File: src/design/cgfr_pkg.sv
// shared constants, codes and crc step for the gap-framed crc receiver
package cgfr_pkg;

    localparam logic [7:0]  MAX_FRAME_BYTES = 8'd128;
    localparam logic [15:0] CRC_POLY        = 16'h8005;
    localparam logic [15:0] CRC_START       = 16'hFFFF;
    localparam logic [7:0]  CODE_SET_POINT  = 8'h56;
    localparam logic [7:0]  CODE_READOUT    = 8'h49;
    localparam logic [7:0]  MIN_POS_FRAME   = 8'd6;
    localparam logic [7:0]  GAP_RESET       = 8'd10;
    localparam int          HEAD_DEPTH      = 4;

    localparam logic REQ_BYTE = 1'b0;
    localparam logic REQ_TICK = 1'b1;

    typedef logic [1:0] t_status;
    localparam t_status ST_POSITION   = 2'd0;
    localparam t_status ST_GOOD_OTHER = 2'd1;
    localparam t_status ST_BAD_CRC    = 2'd2;

    function automatic logic [15:0] crc_fold(input logic [15:0] crc, input logic [7:0] b);
        logic [15:0] r;
        r = crc ^ {b, 8'h00};
        for (int k = 0; k < 8; k++) begin
            if (r[15]) begin
                r = {r[14:0], 1'b0} ^ CRC_POLY;
            end else begin
                r = {r[14:0], 1'b0};
            end
        end
        return r;
    endfunction

endpackage

File: src/design/crc_checked_gap_frame_receiver_top.sv
// top level of the idle-gap framed receiver with crc-16 check
//
// channel   direction  handshake           payload
// input     in         i_valid / o_stall   i_req_type, i_rx_byte
// result    out        o_valid / i_stall   o_frame_status, o_servo_id, o_position
// config    in         i_cfg_wr_en         i_cfg_wr_data (gap_ticks)
//
// one item per cycle unless the input stalls: an input register, then one pass of frame logic
// (eight-step crc fold or gap judgement) into the result register.
// a tick that ends a frame goes through the input register and then the result register to the outputs.
// synchronous active-low reset clears control and counters, and sets crc (ffff) and gap (10).
// input stalls only while an item waits and the result register is held.
module crc_checked_gap_frame_receiver_top (
    input  logic                   i_clk,
    input  logic                   i_rst_n,
    input  logic                   i_valid,
    output logic                   o_stall,
    input  logic                   i_req_type,
    input  logic [7:0]             i_rx_byte,
    output logic                   o_valid,
    input  logic                   i_stall,
    output cgfr_pkg::t_status      o_frame_status,
    output logic [7:0]             o_servo_id,
    output logic signed [11:0]     o_position,
    input  logic                   i_cfg_wr_en,
    input  logic [7:0]             i_cfg_wr_data
);
    import cgfr_pkg::*;

    logic        r_in_vld;
    logic        r_in_type;
    logic [7:0]  r_in_byte;

    logic [7:0]  r_gap;
    logic [7:0]  r_byte_count, n_byte_count;
    logic [15:0] r_crc, n_crc;
    logic [7:0]  r_idle, n_idle;
    logic [7:0]  r_head [HEAD_DEPTH];

    logic        r_out_vld;
    t_status     r_out_status, n_out_status;
    logic [7:0]  r_out_id, n_out_id;
    logic [11:0] r_out_pos, n_out_pos;

    logic        out_free;
    logic        fire;
    logic        in_xfer;
    logic        n_result;
    logic        head_wr;

    assign out_free = !r_out_vld || !i_stall;
    assign fire     = r_in_vld && out_free;
    assign o_stall  = r_in_vld && !out_free;
    assign in_xfer  = i_valid && !o_stall;

    always_comb begin
        n_byte_count = r_byte_count;
        n_crc        = r_crc;
        n_idle       = r_idle;
        n_result     = 1'b0;
        n_out_status = ST_GOOD_OTHER;
        n_out_id     = 8'd0;
        n_out_pos    = 12'd0;
        head_wr      = 1'b0;
        if (r_in_type == REQ_BYTE) begin
            n_idle = 8'd0;
            if (r_byte_count < MAX_FRAME_BYTES) begin
                head_wr      = r_byte_count < 8'(HEAD_DEPTH);
                n_byte_count = r_byte_count + 8'd1;
                n_crc        = crc_fold(r_crc, r_in_byte);
            end
        end else if (r_idle < r_gap) begin
            n_idle = r_idle + 8'd1;
            if (n_idle == r_gap) begin
                n_byte_count = 8'd0;
                n_crc        = CRC_START;
                if (r_byte_count != 8'd0) begin
                    n_result = 1'b1;
                    if (r_crc != 16'd0) begin
                        n_out_status = ST_BAD_CRC;
                    end else if (r_byte_count >= MIN_POS_FRAME &&
                                 (r_head[0] == CODE_SET_POINT ||
                                  r_head[0] == CODE_READOUT)) begin
                        n_out_status = ST_POSITION;
                        n_out_id     = r_head[1];
                        n_out_pos    = {r_head[2][3:0], r_head[3]};
                    end else begin
                        n_out_status = ST_GOOD_OTHER;
                    end
                end
            end
        end
    end

    always_ff @(posedge i_clk) begin
        if (!i_rst_n) begin
            r_in_vld <= 1'b0;
        end else if (in_xfer) begin
            r_in_vld <= 1'b1;
        end else if (fire) begin
            r_in_vld <= 1'b0;
        end
    end

    always_ff @(posedge i_clk) begin
        if (in_xfer) begin
            r_in_type <= i_req_type;
            r_in_byte <= i_rx_byte;
        end
    end

    always_ff @(posedge i_clk) begin
        if (!i_rst_n) begin
            r_gap <= GAP_RESET;
        end else if (i_cfg_wr_en) begin
            r_gap <= i_cfg_wr_data;
        end
    end

    always_ff @(posedge i_clk) begin
        if (!i_rst_n) begin
            r_byte_count <= 8'd0;
            r_crc        <= CRC_START;
            r_idle       <= 8'd0;
        end else if (fire) begin
            r_byte_count <= n_byte_count;
            r_crc        <= n_crc;
            r_idle       <= n_idle;
        end
    end

    always_ff @(posedge i_clk) begin
        if (fire && head_wr) begin
            r_head[r_byte_count[1:0]] <= r_in_byte;
        end
    end

    always_ff @(posedge i_clk) begin
        if (!i_rst_n) begin
            r_out_vld <= 1'b0;
        end else if (out_free) begin
            r_out_vld <= fire && n_result;
        end
    end

    always_ff @(posedge i_clk) begin
        if (fire && n_result) begin
            r_out_status <= n_out_status;
            r_out_id     <= n_out_id;
            r_out_pos    <= n_out_pos;
        end
    end

    assign o_valid        = r_out_vld;
    assign o_frame_status = r_out_status;
    assign o_servo_id     = r_out_id;
    assign o_position     = r_out_pos;

    a_count_bound: assert property (@(posedge i_clk) disable iff (!i_rst_n)
        r_byte_count <= MAX_FRAME_BYTES)
        else $error("frame byte count above maximum");

    a_restart_after_result: assert property (@(posedge i_clk) disable iff (!i_rst_n)
        fire && n_result |=> r_byte_count == 8'd0 && r_crc == CRC_START)
        else $error("frame state not restarted after a result");

    a_result_from_tick: assert property (@(posedge i_clk) disable iff (!i_rst_n)
        fire && n_result |-> r_in_type == REQ_TICK && r_byte_count != 8'd0)
        else $error("result from a byte or an empty frame");

    a_stall_cause: assert property (@(posedge i_clk) disable iff (!i_rst_n)
        o_stall |-> r_in_vld && r_out_vld && i_stall)
        else $error("input stalled without a held result");

    a_idle_on_byte: assert property (@(posedge i_clk) disable iff (!i_rst_n)
        fire && r_in_type == REQ_BYTE |=> r_idle == 8'd0)
        else $error("idle counter not cleared by a byte");

endmodule
File: config.mk
export PLATFORM = sky130hd
export DESIGN_NAME = crc_checked_gap_frame_receiver_top
export DESIGN_NICKNAME = d
export VERILOG_FILES = /design/src/design/cgfr_pkg.sv /design/src/design/crc_checked_gap_frame_receiver_top.sv
export SDC_FILE = /design/constraint.sdc
export NUM_CORES = 1
export LEC_CHECK = 0
export BUFFER_PORTS_ARGS = -buffer_cell sky130_fd_sc_hd__buf_4
export CAP_MARGIN = 20
export CORE_UTILIZATION = 53
export CTS_CLUSTER_DIAMETER = 30
export DETAILED_ROUTE_END_ITERATION = 10
export GPL_ROUTABILITY_DRIVEN = 0
export PLACE_DENSITY_LB_ADDON = 0.3
export SYNTH_ARGS = -nofsm -noshare
export SYNTH_HDL_FRONTEND = slang
export SYNTH_SLANG_ARGS = --single-unit
File: constraint.sdc
create_clock -name i_clk -period 3.09 [get_ports i_clk]
set_input_delay 0.4635 -clock i_clk [delete_from_list [all_inputs] [get_ports i_clk]]
set_output_delay 0.4635 -clock i_clk [all_outputs]
set_load 0.005 [all_outputs]
* Yosys cells after proc, flatten, opt, wreduce, memory -nomap -nowiden
Memories as Yosys holds them, arrays and structs flattened. A register that Yosys moved wholly into a read port is not among the register bits.
Cells that the tools add are included.
** Operators by class
- Add/subtract/negate cells :: 2
- Order comparisons :: 4
- Equality and inequality tests :: 5
- Mux-type cells :: 44
- Bitwise gates (word level) :: 14
- Reduce and logical (&&, ||, !) cells :: 20
** Operators by type and width (number)
- 2-to-1 mux 16 bit :: 26
- 2-to-1 mux 8 bit :: 6
- inverter 3 bit :: 8
- adder 8 x 1 -> 8 bit, second input constant :: 2
- equality test 8 x 7 -> 1 bit, second input constant :: 2
- nonzero test 16 bit :: 1
- XOR 16 bit :: 1
- 2-to-1 mux 1 bit :: 11
- equality test 8 bit :: 1
- >= comparator 8 x 3 -> 1 bit, second input constant :: 1
- less-than comparator 8 x 3 -> 1 bit, second input constant :: 1
- less-than comparator 8 bit :: 1
- less-than comparator 8 bit, second input constant :: 1
- AND reduction 4 bit :: 2
- nonzero test 8 bit :: 1
- logical AND 1 bit :: 6
- OR reduction 6 bit :: 1
- inverter 1 bit :: 5
- zero test 1 bit :: 4
- != test 2 x 1 -> 1 bit, second input constant :: 2
- nonzero test 2 bit :: 2
- logical OR 1 bit :: 2
- 2-to-1 mux 2 bit :: 1
- AND reduction 2 bit :: 1
** Storage, ports and cells
- Register bits after elaboration :: 53
- Memory bits (writable) :: 32
- Input port bits :: 22
- Output and inout bits :: 24
- Word-level logic and storage cells :: 99
- Memories kept :: 1
** Memories
- r_head :: depth 4, width 8, read ports 4, clocked after Yosys merged registers in 3, wr ports 1, RTL line crc_checked_gap_frame_receiver_top.sv:38 : logic [7:0] r_head [HEAD_DEPTH];

* Longest topological paths before layout
- Word-level depth :: 33
- Gate-level depth with buffers :: 10
- Mapped depth without buffers :: 9

* Worst setup path before layout
OpenSTA, ideal clock, no wires.
- Path type :: register -> register
- From :: register r_idle[0]
- To :: register r_out_status[0] (netlist: o_frame_status[0]) (enable)
- Setup time :: 0.401 ns
- Arrival :: 2.537 ns
- Required time :: 2.689 ns
- Path slack :: 0.152 ns
- Stages on the path, launching flop included :: 8
- Path buffers :: 1
- Period minus slack after synthesis :: 2.938 ns
- Cell sequence :: dfxtp_1 -> ha_1 -> buf_2 -> o21ai_0 -> a31oi_1 -> a211oi_4 -> nand4_2 -> nor2_1
** On the way
- Word-level cells in the longest chain between the ends :: 6
- Elaborated cells between the ends (all ways) :: 7
- Those cells by class :: 1 x add/sub; 1 x order compare; 1 x eq/ne; 3 x mux; 1 x reduce/logical
** Ends and longest elaborated chain
- start: declaration :: RTL line crc_checked_gap_frame_receiver_top.sv:37 : logic [7:0] r_idle, n_idle;
- start signal: assignment :: RTL line crc_checked_gap_frame_receiver_top.sv:128 : r_idle <= n_idle;
- adder 8 x 1 -> 8 bit :: RTL line crc_checked_gap_frame_receiver_top.sv:73 : n_idle = r_idle + 8'd1;
- equality test 8 bit :: RTL line crc_checked_gap_frame_receiver_top.sv:74 : if (n_idle == r_gap) begin
- 2-to-1 mux 1 bit :: RTL line crc_checked_gap_frame_receiver_top.sv:74
- 2-to-1 mux 1 bit * :: RTL line crc_checked_gap_frame_receiver_top.sv:72 : end else if (r_idle < r_gap) begin
- 2-to-1 mux 1 bit * :: RTL line crc_checked_gap_frame_receiver_top.sv:65 : if (r_in_type == REQ_BYTE) begin
- logical AND 1 bit * :: RTL line crc_checked_gap_frame_receiver_top.sv:147 : if (fire && n_result) begin
- end signal: assignment :: RTL line crc_checked_gap_frame_receiver_top.sv:148 : r_out_status <= n_out_status;
- end: declaration :: RTL line crc_checked_gap_frame_receiver_top.sv:41 : t_status r_out_status, n_out_status;
Mark *: on every way between the ends. The rest lies on a longest branch, timed or not.
A chain may end at the register's enable or synchronous reset.

* Worst setup path in the final report
Ends and elaborated chain as after synthesis.

==> impl_metrics.ini <==
[clock_network]
cts_max_path_buffers = 2
ctsResizeCount = 0
clkTransAtPathRegs_ns = 0.11
post_cts_buffers = 0
h-tree-depth = 3
clk_latency_ns = 0.37
cts_buffers = 9
clockRootBuffer = clkbuf_8
ctsHoldBuffers = 0
tritoncts = done
cts_sinks = 101

[synth]
synth_top_flop_cell = edfxtp_1
ys_ff_latch = 101
postSynthAreaPerCell_um2 = 11.7
netlist_instances = 385
synthArstFlopShare_pct = 0
seq_area_frac_synth_pct = 58.1
netlist_area_mm2 = 0.00450
synth_cell_types = 50
synth_fp_nets = 420
yosysWarnings = 0
synth_edf_count = 59

[min_path]
hold_path.class = input port to flip-flop

[cells_and_area]
antenna_cells = 0
fin_cells = 544
final_util_pct = 62.6
drive_above_1_share_pct = 17.8
area_growth_pct = 14.5
nets = 469
final_area_mm2 = 0.00515
fillers = 660

[floorplan]
start_util_pct = 54.7
die_h_um = 94.1
core_area_mm2 = 0.00822
io_pins = 46
rows = 33
die_area_mm2 = 0.00886
die_w_um = 94.1

[global_route]
grt-ovfl-total = 0
grt_pass1_wl_mm = 14.0
grt_pass1_vias = 2916
grt_start_max_net_pins = 26
grt_util_all_layers_pct = 21.0
antenna_found_initial = 0

[placement]
io_buffer_count = 45
dp.cells = 528
place_hpwl_mm = 6.18
placed_area_mm2 = 0.00495

[sta]
min_period_ns = 2.56
relSlewSlack_pct = 46.7
rsz0062_at_grt = no
clock_skew_ns = 0.0157
slew_violations = 0
fin_crit_sh_pct = 82.7
fmaxAchievable_mhz = 391
hold_viol_final = 0
finalSetupViolations = 0
finalSetupTns_ns = 0
worst_pin_slew_ns = 0.798

[setup_path]
crit_end = o_frame_status[0]
arrival_ns = 2.61
regToRegSetupSlack_ns = 0.53
critical_path_class = flip-flop to flip-flop
end_kind = flip-flop
cpPeakStageDelay_ns = 0.44
crit_slowest_cell = dfxtp_1
cp.required_ns = 3.15
crit_cells = 7
timing.rr.start = r_idle[0]
path_buf_inv = 1
rr_endpoint = o_frame_status[0]
cp-start-kind = flip-flop
worstPathCellList = ha_1, and4_1, o21ai_1, a211oi_4, nand4_2, nor2_2, buf_4
crit_start = r_idle[0]
crit_fanout = 22
crit_family = simple AND/OR/NAND/NOR gates
worst-r2r-cell-count = 7

[outcome]
status = completed

[power_and_ir_drop]
power_leakage_nw = 2.01
ir_drop_mv = 0.244
power_mw = 2.54
p_per_area_mw_per_mm2 = 493

[drt]
postRouteAntennaNets = 0
drt_wl_total_mm = 8.74
vias = 3061
routedWlPerCell_um = 16.1
via_per_inst = 5.63
route.detailed.drc = 0
dr.pass1.iters = 4
drt_iter0_drc = 155

[run]
max_cap_viol_count = 0
-- worst register-to-register path: stages (launching register included) --
cell and delay (ns):
dfxtp_1 0.44, ha_1 0.44, and4_1 0.28, o21ai_1 0.11
a211oi_4 0.31, nand4_2 0.23, nor2_2 0.14, buf_4 0.29
-- sequential cells by signal (all words and copies together) (netlist names) --
name            count
r_in_type           1
o_servo_id          8
r_in_byte           8
r_crc              16
o_frame_status      2
o_valid             1
r_idle              8
o_position         12
r_gap               8
r_head             28
r_byte_count        8
r_in_vld            1
-- where the power goes --
part           leakage, nW  internal, mW  switching [mW]
sequential           0.933          1.45          0.0382
clock               0.0977         0.320           0.506
combinational        0.974         0.108           0.113
-- how the worst min path moves through the flow --
stage	startpoint	to	slack [ns]	cells after the start
6_report	i_req_type	r_in_type	0.26	1
5_1_grt	i_req_type	r_in_type	0.25	1
4_1_cts	i_req_type	r_in_type	0.25	1
3_5_place_dp	r_byte_count[5]	r_byte_count[5]	0.50	2
3_3_place_gp	r_byte_count[6]	r_byte_count[6]	0.48	2
2_1_floorplan	r_byte_count[5]	r_byte_count[5]	0.46	2
-- synthesized netlist by cell type (2+ instances only) --
master	instances	area share, %
a21boi_1	5	0.83
a21oi_1	10	1.1
a31oi_1	8	1.1
and2_1	25	3.5
and3_1	5	0.70
and4_1	2	0.39
buf_2	4	0.45
buf_4	5	0.83
clkbuf_1	3	0.25
dfxtp_1	42	19
edfxtp_1	59	39
ha_1	13	3.6
inv_1	15	1.3
mux2i_1	16	3.6
nand2_1	30	2.5
nand3_1	7	0.78
nand3b_1	3	0.50
nand4_1	3	0.42
nor2_1	17	1.4
nor2b_1	8	1.1
nor3_1	12	1.3
nor4_1	6	0.83
o211ai_1	5	0.83
o21a_1	4	0.67
o21ai_0	17	1.9
o21ai_1	3	0.33
or3_1	5	0.70
xnor2_1	27	5.3
xor2_1	5	0.97
-- final cells by class --
cell class                      count  area [um^2]  area share (%)
Tap cell                          105          131            2.55
Inverter                           15         56.3            1.09
Multi-Input combinational cell    256         1760            34.2
Clock buffer                        9          124            2.41
Clock inverter                      7         70.1            1.36
Timing Repair Buffer               51          395            7.68
Sequential cell                   101         2610            50.8
-- cell families (layout without fill, tap and decap cells) --
family                   count (synthesis)  after routing  share of synthesized area, %
AO/OA/AOI/OAI                           63             63                          9.41
XOR/XNOR                                33             33                          6.59
adder cells (fa/ha/maj)                 13             13                          3.62
buffers and inverters                   28             82                          2.87
flip-flops                             101            101                          58.1
multiplexers                            16             16                          3.56
AND/OR/NAND/NOR                        131            131                          15.9
-- metal layers --
layer	track usage (%)	vias up	routed length, um
met1	28.2	1474	3940
met3	2.75	17	374
met2	34.2	86	4260
met4	8.85	0	162
li1	-	1484	-
met5	0	-	0
-- through the flow --
stage,hold WS (ns),worst slack (ns)
final,0.264,0.534
after global routing,0.250,0.351
after CTS,0.248,0.536
after detailed placement,0.498,0.545
after global placement,0.480,0.632
after floorplan,0.461,0.152
-- layout by cell type, fill, tap and decap left out, types with 4 or more instances in the layout --
cell type and instances:
nor2b_1 8, a31oi_1 8, edfxtp_1 59, inv_8 4
buf_4 50, nor3_1 12, dfxtp_1 42, clkbuf_8 9
inv_1 15, and3_1 5, o21ai_0 17, mux2i_1 16
a21boi_1 5, ha_1 13, a21oi_1 10, nor4_1 6
and2_1 25, xor2_1 5, o211ai_1 5, nor2_1 16
nand2_1 30, or3_1 5, o21a_1 4, nand3_1 7
xnor2_1 27
(Power assumes the default switching activity.)
